<file path="config.mk">
export PLATFORM = sky130hd
export DESIGN_NAME = rvc_ctrl
export DESIGN_NICKNAME = d
export VERILOG_FILES = /design/src/rtl/rvc_pkg.sv /design/src/rtl/rvc_ctrl.sv
export SDC_FILE = /design/constraint.sdc
export NUM_CORES = 1
export LEC_CHECK = 0
export BUFFER_PORTS_ARGS = -buffer_cell sky130_fd_sc_hd__buf_2
export CAP_MARGIN = 30
export CORE_AREA = 4 4 41 43
export DETAILED_ROUTE_END_ITERATION = 8
export DIE_AREA = 0 0 45 47
export GPL_TIMING_DRIVEN = 0
export PLACE_DENSITY_LB_ADDON = 0.2
export SLEW_MARGIN = 20
export SYNTH_ARGS = -nofsm -noshare
export SYNTH_HDL_FRONTEND = slang
export SYNTH_SLANG_ARGS = --single-unit
</file>
<file path="constraint.sdc">
create_clock -name clk_i -period 1.65 [get_ports clk_i]
set_clock_uncertainty 0.1 [all_clocks]
set_input_delay 0 -clock clk_i [delete_from_list [all_inputs] [get_ports clk_i]]
set_output_delay 0 -clock clk_i [all_outputs]
set_load 0.03 [all_outputs]
</file>
<file path="src/rtl/rvc_pkg.sv">
// Shared types and constants for the RV32I subset core.
package rvc_pkg;

  localparam int unsigned MEM_WORDS = 1024;
  localparam int unsigned MEM_AW    = $clog2(MEM_WORDS);

  localparam logic [1:0] ACT_LOAD_MEM = 2'd0;
  localparam logic [1:0] ACT_EXECUTE  = 2'd1;
  localparam logic [1:0] ACT_READ_REG = 2'd2;
  localparam logic [1:0] ACT_NONE     = 2'd3;

  localparam logic [6:0] OPC_HALT   = 7'h00;
  localparam logic [6:0] OPC_RTYPE  = 7'h33;
  localparam logic [6:0] OPC_ITYPE  = 7'h13;
  localparam logic [6:0] OPC_LOAD   = 7'h03;
  localparam logic [6:0] OPC_JALR   = 7'h67;
  localparam logic [6:0] OPC_STORE  = 7'h23;
  localparam logic [6:0] OPC_BRANCH = 7'h63;
  localparam logic [6:0] OPC_LUI    = 7'h37;

  localparam logic [2:0] F3_ADD  = 3'd0;
  localparam logic [2:0] F3_SRA  = 3'd5;
  localparam logic [2:0] F3_AND  = 3'd7;
  localparam logic [2:0] F3_OR   = 3'd6;
  localparam logic [2:0] F3_SLTU = 3'd3;
  localparam logic [2:0] F3_W    = 3'd2;
  localparam logic [2:0] F3_H    = 3'd1;
  localparam logic [2:0] F3_BU   = 3'd4;

  localparam logic [6:0] F7_BASE = 7'h00;
  localparam logic [6:0] F7_ALT  = 7'h20;

  // Commands from the controller to the datapath.
  typedef struct packed {
    logic take;     // input item accepted this cycle
    logic decode;   // fetched word is on the memory read port
    logic exec;     // operands are on the register file read ports
    logic load_wb;  // load data is on the memory read port
    logic rd_cap;   // register read data is on the read port
    logic finish;   // result moves into the output register
  } cmd_t;

  // Status from the datapath to the controller.
  typedef struct packed {
    logic halted;
    logic opc_zero;
    logic is_load;
  } stat_t;

endpackage

</file>
<file path="src/rtl/rvc_ctrl.sv">
// Controller state machine that sequences each item through the datapath.
module rvc_ctrl (
  input  logic           clk_i,
  input  logic           rst_ni,
  input  logic           in_valid_i,
  output logic           in_ready_o,
  input  logic [1:0]     action_i,
  output logic           out_valid_o,
  input  logic           out_ready_i,
  input  rvc_pkg::stat_t stat_i,
  output rvc_pkg::cmd_t  cmd_o
);
  import rvc_pkg::*;

  typedef enum logic [2:0] {
    S_IDLE, S_DECODE, S_EXEC, S_LOAD_WB, S_READ_REG, S_DONE
  } state_e;

  state_e state_q;
  logic   out_valid_q;
  logic   out_valid_d;
  logic   take;
  logic   finish;

  assign in_ready_o  = (state_q == S_IDLE);
  assign out_valid_o = out_valid_q;
  assign take        = in_valid_i && in_ready_o;
  assign finish      = (state_q == S_DONE) && (!out_valid_q || out_ready_i);

  // Commands decoded from the current state.
  always_comb begin
    cmd_o         = '0;
    cmd_o.take    = take;
    cmd_o.decode  = (state_q == S_DECODE);
    cmd_o.exec    = (state_q == S_EXEC);
    cmd_o.load_wb = (state_q == S_LOAD_WB);
    cmd_o.rd_cap  = (state_q == S_READ_REG);
    cmd_o.finish  = finish;
  end

  // Output valid drops when the result is taken and rises when a new one is finished.
  always_comb begin
    out_valid_d = out_valid_q;
    if (out_valid_q && out_ready_i) begin
      out_valid_d = 1'b0;
    end
    if (finish) begin
      out_valid_d = 1'b1;
    end
  end

  // State and output valid.
  always_ff @(posedge clk_i or negedge rst_ni) begin
    if (!rst_ni) begin
      state_q     <= S_IDLE;
      out_valid_q <= 1'b0;
    end else begin
      out_valid_q <= out_valid_d;
      unique case (state_q)
        S_IDLE: begin
          if (take) begin
            if (action_i == ACT_EXECUTE && !stat_i.halted) begin
              state_q <= S_DECODE;
            end else if (action_i == ACT_READ_REG) begin
              state_q <= S_READ_REG;
            end else begin
              state_q <= S_DONE;
            end
          end
        end
        S_DECODE: begin
          state_q <= stat_i.opc_zero ? S_DONE : S_EXEC;
        end
        S_EXEC: begin
          state_q <= stat_i.is_load ? S_LOAD_WB : S_DONE;
        end
        S_LOAD_WB:  state_q <= S_DONE;
        S_READ_REG: state_q <= S_DONE;
        S_DONE: begin
          if (finish) begin
            state_q <= S_IDLE;
          end
        end
        default: state_q <= S_IDLE;
      endcase
    end
  end

`ifndef NO_ASSERTIONS
  a_busy_after_take: assert property (@(posedge clk_i) disable iff (!rst_ni)
    take |=> !in_ready_o) else $error("ready stayed high after an item was taken");
  a_out_needs_finish: assert property (@(posedge clk_i) disable iff (!rst_ni)
    $rose(out_valid_o) |-> $past(finish)) else $error("result shown without finish");
  a_finish_only_done: assert property (@(posedge clk_i) disable iff (!rst_ni)
    finish |-> !in_ready_o) else $error("finish outside the done state");
`endif

endmodule

</file>
==> impl_metrics.ini, run 1 <==
[yosys]
yosys_warnings = 0
syn-num-nets = 44
ys_top_cells_by_area = dfrtp_1 31%, buf_4 7.0%, buf_6 7.0%
yosysSeqAreaShare = 0.310
synth_top_area_cell = dfrtp_1
synth_area_per_cell_um2 = 9.22
ys.flop_type = dfrtp_1
ys_seq_elements = 4
syn_area_um2 = 323
synth_edf_count = 0
post-synth-top-area-fraction = 0.310
synth_cells = 35
synthArstFlopShare = 1.00
ys_types = 23

[layout]
finish.utilization = 0.388
nets = 71
layout-drive-gt1-share = 0.500
n_antenna_cell = 0
area_growth_pct = 56.2

[global_routing]
grt_max_degree = 11
grt_antenna_before_repair = 0
grt_pass1_wl_um = 1240
globalRouteTotalUtil = 0.0815
grt_pass1_vias = 309
grt_overflow_total = 0

[power]
power_frac_comb = 0.697
p_per_area_nw_per_um2 = 1900
sw_frac_of_total = 0.472
p_switching_mw = 0.452
p_leak_nw = 0.250
vdd_drop_max_v = 0.000906
p_clk_frac = 0.125
pwr-share-seq = 0.179
internal_power_mw = 0.506

[placement]
gp_congestion = 0.698
dp_hpwl_um = 584
io_buffers = 16

[route]
wl_per_cell_um = 11.1
post_drt_via_cell_ratio = 4.32
wl_um = 834
first_pass_iters = 4
drtIter0Drc = 2
vias = 324
drc = 0
ant_nets = 0

[sta]
drv_slew = 0
finalHoldViolCount = 0
worst_pin_slew_ns = 0.264
slew_headroom = 0.821
fmax_mhz = 636
min_period_ns = 1.57
tns_ns = 0
rsz0062_at_grt = no
setup_violations = 0
finalCritPeriodShare = 0.953

[floorplan]
start_util = 0.248
num_rows = 13
fp.coreArea_um2 = 1300
fp.dieH_um = 47
dieArea_um2 = 2120
die_w_um = 45
io-pin-count = 17

[cts]
cts_hold_buf = 6
path_clk_slew_ns = 0.04
cts_buffers = 3
post_cts.repair.setup_buffers = 0
h-tree-depth = 1
cts_resized = 0
cts_sinks = 4
root_buffer = clkbuf_4
cts_tree = built
cts.path.max_buffers = 2
clock_latency_ns = 0.23

[critical_path]
critPathArrivalTime_ns = 1.63
slowest_delay_ns = 0.57
crit_required_ns = 1.71
startpoint_type = flop
path_cells = buf_4 > nand3b_1 > a21oi_1 > dlygate4sd3_1
critical_path.slowest_cell = dlygate4sd3_1
path_max_fanout = 10
worstSetupPathType = reg -> reg
end_kind = flop

[status]
status = completed

[job]
drv_cap = 0

[min_path]
hold_path_class = in -> reg
[per-stage QoR]
stage	setup slack, ns	power [mW]	std cells	hold WS [ns]	area (µm²)
6_report	0.0769	0.957	75	0.00699	504
5_1_grt	0.0176	1.03	75	0.0513	504
4_1_cts	0.0638	0.969	75	0.00259	504
3_5_place_dp	0.278	0.822	66	-0.289	422
3_3_place_gp	0.307	0.816	66	-0.292	422
2_1_floorplan	0.293	0.675	35	-0.396	323
[cell type report]
cell class	instances	area, µm²
fillers	143	797
multi-input cells	25	174
repair buffers	22	140
flip-flops and latches	4	100
plain buffers	5	45.0
clock buffers	3	22.5
well taps	15	18.8
inverters	1	3.75
[cells in the mapped netlist, types with 2 or more instances]
cell	n
nand3b_1	2
buf_4	3
buf_6	2
dfrtp_1	4
nor3b_1	3
a21oi_1	3
nand2_1	2
[worst max-delay path: cells and delay by family (launching register included)]
| family | cells | cell delay [ns] |
|---|---|---|
| flops | 1 | 0.36 |
| buf+inv | 2 | 0.74 |
| simple gates | 1 | 0.16 |
| compound gates | 1 | 0.14 |
[cell families (layout without fill, tap and decap cells)]
kind of cell           count (synthesis)  in the layout  synth area share
AND/OR/NAND/NOR                       17             17             0.361
buffers and inverters                  6             31             0.151
multiplexers                           1              1            0.0349
AO/OA/AOI/OAI                          7              7             0.143
flip-flops                             4              4             0.310
[worst paths after layout]
path                       cells after the start  slack (ns)        start          end
setup / recovery                               4        0.08   state_q[0]   state_q[1]
hold / removal                                 3       0.007  out_ready_i  out_valid_o
setup reg to reg                               4        0.08   state_q[0]   state_q[1]
hold reg to reg                                2        0.45  out_valid_o  out_valid_o
max in group asynchronous                      4        0.22       rst_ni   state_q[0]
min in group asynchronous                      3        0.54       rst_ni   state_q[1]
[layer usage]
| metal | up-vias | track usage | part of all wire | wire length [µm] |
|---|---|---|---|---|
| met5 | - | 0 | 0 | 0 |
| met4 | 0 | 0.00585 | 0 | 0 |
| met3 | 0 | 0.0536 | 0.083 | 69 |
| met2 | 10 | 0.119 | 0.45 | 372 |
| met1 | 141 | 0.105 | 0.47 | 391 |
| li1 | 173 | - | - | - |
[power groups by stage]
stage / clock (mW) / combinational [mW] / sequential (mW)
after global routing: 0.129 / 0.722 / 0.177
after CTS: 0.125 / 0.671 / 0.173
after detailed placement: 0 / 0.648 / 0.173
final: 0.119 / 0.667 / 0.171
after floorplan: 0 / 0.482 / 0.193
after global placement: 0 / 0.643 / 0.173
[cell usage in the layout (no fill, tap or decap), types with 2 or more instances in the layout]
cell,Yosys,routed
a21oi_1,3,3
buf_2,0,16
buf_4,3,3
buf_6,2,2
clkbuf_4,0,3
dfrtp_1,4,4
dlygate4sd3_1,0,6
nand2_1,2,2
nand3b_1,2,2
nor3b_1,3,3
[state kept, by name (all words and copies together) (netlist names)]
| name | cells |
|---|---|
| out_valid_o | 1 |
| state_q | 3 |
Power figures use the tool's default switching activity.
==> run 2: changes to the inputs <==
clock period = 1.59 ns   (was 1.65 ns; I/O delays follow)
==> impl_metrics.ini, run 2 (same netlist as run 1, synthesis figures left out) <==
[cts]
cts_tree = built
cts.path.max_buffers = 2
path_clk_slew_ns = 0.03
root_buffer = clkbuf_4
clock_latency_ns = 0.23
cts_sinks = 4
cts_buffers = 3
h-tree-depth = 1

[floorplan]
io-pin-count = 17
num_rows = 13
fp.dieH_um = 47
die_w_um = 45
start_util = 0.248
fp.coreArea_um2 = 1300
dieArea_um2 = 2120

[placement]
dp_hpwl_um = 584
gp_congestion = 0.698
place_area_um2 = 422
io_buffers = 16
pre_cts_slack_ns = 0.218

[layout]
nets = 71
area_growth_pct = 58.5
layout-drive-gt1-share = 0.517
final_common_cell = buf_2
final_area_um2 = 512
final_cell_mix = 15 x buf_2, 6 x dlygate4sd3_1, 4 x buf_4, 4 x dfrtp_1
n_antenna_cell = 0
largest_reg_flops = 3
top_register = state_q
nFillCells = 142

[route]
post_drt_via_cell_ratio = 4.28
ant_nets = 0
drtIter0Drc = 1
wl_per_cell_um = 11.2
wl_um = 839
drc = 0
vias = 321
first_pass_iters = 4

[sta]
fmax_mhz = 667
slew_headroom = 0.821
min_period_ns = 1.50
drv_slew = 0
finalHoldViolCount = 0
worst_pin_slew_ns = 0.264
whs_ns = 0.00244
rsz0062_at_grt = no
setup_violations = 0
setup_slack_ns = 0.0897
tns_ns = 0
finalCritPeriodShare = 0.944

[power]
p_leak_nw = 0.250
p_per_area_nw_per_um2 = 1950
vdd_drop_max_v = 0.000944

[critical_path]
worstSetupPathType = reg -> out
reg2reg_to = state_q[2]
crit_required_ns = 1.49
path_max_fanout = 3
rr_worst_depth = 5
rrSetupSlack_ns = 0.23
startpoint_type = flop
end_kind = output pin
r2r_start = state_q[2]
critPathArrivalTime_ns = 1.40

[global_routing]
grt_max_degree = 11
grt_pass1_vias = 317
grt_overflow_total = 0
grt_pass1_wl_um = 1260
globalRouteTotalUtil = 0.0831
grt_antenna_before_repair = 0

[job]
drv_cap = 0

[status]
status = completed

[min_path]
hold_path_class = in -> reg
min_from = out_ready_i
hold_depth = 3
holdPathEnd = out_valid_o
[run 2: cell counts in the layout (fill, tap and decap cells not counted)]
Identical to the previous run, type by type.
[run 2: worst max-delay path by stage]
stage / startpoint / endpoint / slack [ns] / depth (start not counted)
after floorplan: state_q[0] / cmd_o[1] / 0.23 / 2
final: state_q[1] / cmd_o[5] / 0.09 / 5
after detailed placement: state_q[2] / state_q[2] / 0.22 / 5
after global placement: state_q[2] / state_q[2] / 0.25 / 5
after CTS: state_q[1] / cmd_o[5] / 0.004 / 5
after global routing: state_q[1] / cmd_o[0] / 0.006 / 5
[run 2: metal layers]
layer | GRT usage | up-vias | wire length, µm
met5 | 0 | - | 0
met4 | 0.00585 | 0 | 0
met3 | 0.0536 | 0 | 69
met2 | 0.124 | 10 | 376
met1 | 0.105 | 139 | 394
li1 | - | 172 | -
[run 2: cell type report]
type | count | area [µm²] | area share
Timing Repair Buffer | 22 | 143 | 0.279
Inverter | 1 | 3.75 | 0.00733
Sequential cell | 4 | 100 | 0.196
Buffer | 5 | 45.0 | 0.0880
Tap cell | 15 | 18.8 | 0.0367
Multi-Input combinational cell | 25 | 179 | 0.350
Clock buffer | 3 | 22.5 | 0.0440
[run 2: critical path, stage by stage (launching register included)]
cell and delay, ns:
dfrtp_1 0.39, or3_4 0.39, inv_2 0.06, and2_1 0.11, buf_4 0.09, buf_4 0.14
[run 2: repair_timing]
action | 4_1_cts | 5_1_grt
resized for setup | 0 | 3
hold endpoints to repair | 6 | 0
hold buffers | 6 | 0
setup endpoints to repair | 0 | 1
setup buffers | 0 | 0
[run 2: where the power goes]
part | switching [mW] | total (mW) | leakage, nW | internal, mW
Combinational | 0.402 | 0.696 | 0.187 | 0.294
Sequential | 0.0282 | 0.180 | 0.0491 | 0.152
Clock | 0.0395 | 0.124 | 0.0138 | 0.0843
[run 2: stage by stage]
step / std cells / utilization / power, mW
after detailed placement: 66 / 0.324 / 0.853
after global placement: 66 / 0.324 / 0.847
after global routing: 75 / 0.393 / 1.07
after floorplan: 35 / - / 0.700
after CTS: 75 / 0.388 / 0.995
final: 75 / 0.393 / 1.00
==> run 3: changes to the inputs <==
RECOVER_POWER = 50   (was not set)
==> impl_metrics.ini, run 3 (same netlist as run 1, synthesis figures left out) <==
[floorplan]
dieArea_um2 = 2120
die_w_um = 45
start_util = 0.248
num_rows = 13
fp.coreArea_um2 = 1300
fp.dieH_um = 47
io-pin-count = 17

[placement]
dp.cells = 66
gp_congestion = 0.698
pre_cts_slack_ns = 0.218
io_buffers = 16
dp_hpwl_um = 584

[critical_path]
startpoint_type = flop
end_kind = output pin
critPathArrivalTime_ns = 1.40
worstSetupPathType = reg -> out
path_max_fanout = 3
crit_required_ns = 1.49

[global_routing]
grt_antenna_before_repair = 0
grt_overflow_total = 0
grt_pass1_wl_um = 1260
globalRouteTotalUtil = 0.0831
grt_pass1_vias = 317
grt_max_degree = 11

[sta]
fmax_mhz = 667
worst_pin_slew_ns = 0.367
setup_slack_ns = 0.0897
rsz0062_at_grt = no
drv_slew = 0
min_period_ns = 1.50
tns_ns = 0
slew_headroom = 0.757
finalCritPeriodShare = 0.944
setup_violations = 0
finalHoldViolCount = 0

[cts]
root_buffer = clkbuf_4
cts_sinks = 4
clock_latency_ns = 0.23
cts_buffers = 3
post_cts.repair.setup_buffers = 0
path_clk_slew_ns = 0.03
h-tree-depth = 1
cts.path.max_buffers = 2
cts_tree = built

[route]
post_drt_via_cell_ratio = 4.32
vias = 324
wl_um = 841
drtIter0Drc = 1
ant_nets = 0
wl_per_cell_um = 11.2
drc = 0
first_pass_iters = 4

[layout]
final_cell_mix = 12 x buf_2, 6 x dlygate4sd3_1, 4 x buf_4, 4 x dfrtp_1
largest_reg_flops = 3
area_growth_pct = 57.4
instances_no_fill = 75
n_antenna_cell = 0
finish.utilization = 0.390
top_register = state_q
layout-drive-gt1-share = 0.467
nFillCells = 145
nets = 71
final_common_cell = buf_2

[power]
p_leak_nw = 0.239
p_per_area_nw_per_um2 = 1960
vdd_drop_max_v = 0.000944

[min_path]
hold_path_class = in -> reg

[job]
drv_cap = 0

[status]
status = completed
## run 3: changes by cell type in the layout (fill, tap and decap cells not counted), sizes merged
| cell | change |
|---|---|
| buf | -3 |
| clkbuf | +3 |
## run 3: layout make-up
type                    count  area (µm²)  area share
clock buffers               3        22.5      0.0443
repair buffers             22         139       0.273
plain buffers               5        45.0      0.0887
inverters                   1        3.75     0.00739
flip-flops and latches      4         100       0.197
multi-input cells          25         179       0.352
well taps                  15        18.8      0.0369
## run 3: where the power goes
| group | switching [mW] | internal (mW) |
|---|---|---|
| clock network | 0.0397 | 0.0843 |
| logic | 0.403 | 0.289 |
| registers | 0.0285 | 0.152 |
## run 3: metal layers
metal / vias to the layer above / GRT usage / routed length (µm)
li1: 172 / - / -
met1: 142 / 0.105 / 392
met2: 10 / 0.124 / 378
met3: 0 / 0.0536 / 70
met4: 0 / 0.00585 / 0
met5: - / 0 / 0
## run 3: final timing paths
check	slack [ns]	cells past startpoint	startpoint	end
hold reg to reg	0.45	2	out_valid_o	out_valid_o
hold / removal	0.002	3	out_ready_i	out_valid_o
setup / recovery	0.09	5	state_q[1]	cmd_o[5]
max in group asynchronous	0.11	4	rst_ni	state_q[0]
setup reg to reg	0.23	5	state_q[2]	state_q[2]
min in group asynchronous	0.55	3	rst_ni	state_q[1]
## run 3: through the flow
step / area [µm²] / hold WS (ns) / total power [mW]
finish: 508 / 0.00241 / 0.996
global route: 508 / 0.0513 / 1.07
CTS: 504 / 0.00259 / 0.995
detailed placement: 422 / -0.289 / 0.853
global placement: 422 / -0.292 / 0.847
floorplan: 323 / -0.396 / 0.700
## run 3: worst max-delay path, cell delays in order, from the launching register on
cell and delay, ns:
dfrtp_1 0.39, or3_4 0.39, inv_2 0.06, and2_1 0.11, buf_4 0.09, buf_4 0.14
## run 3: repair_timing
action | in CTS | in global routing
gates resized for setup | 0 | 3
endpoints found under the hold margin | 6 | 0
hold buffers | 6 | 0
endpoints found under the setup margin | 0 | 1
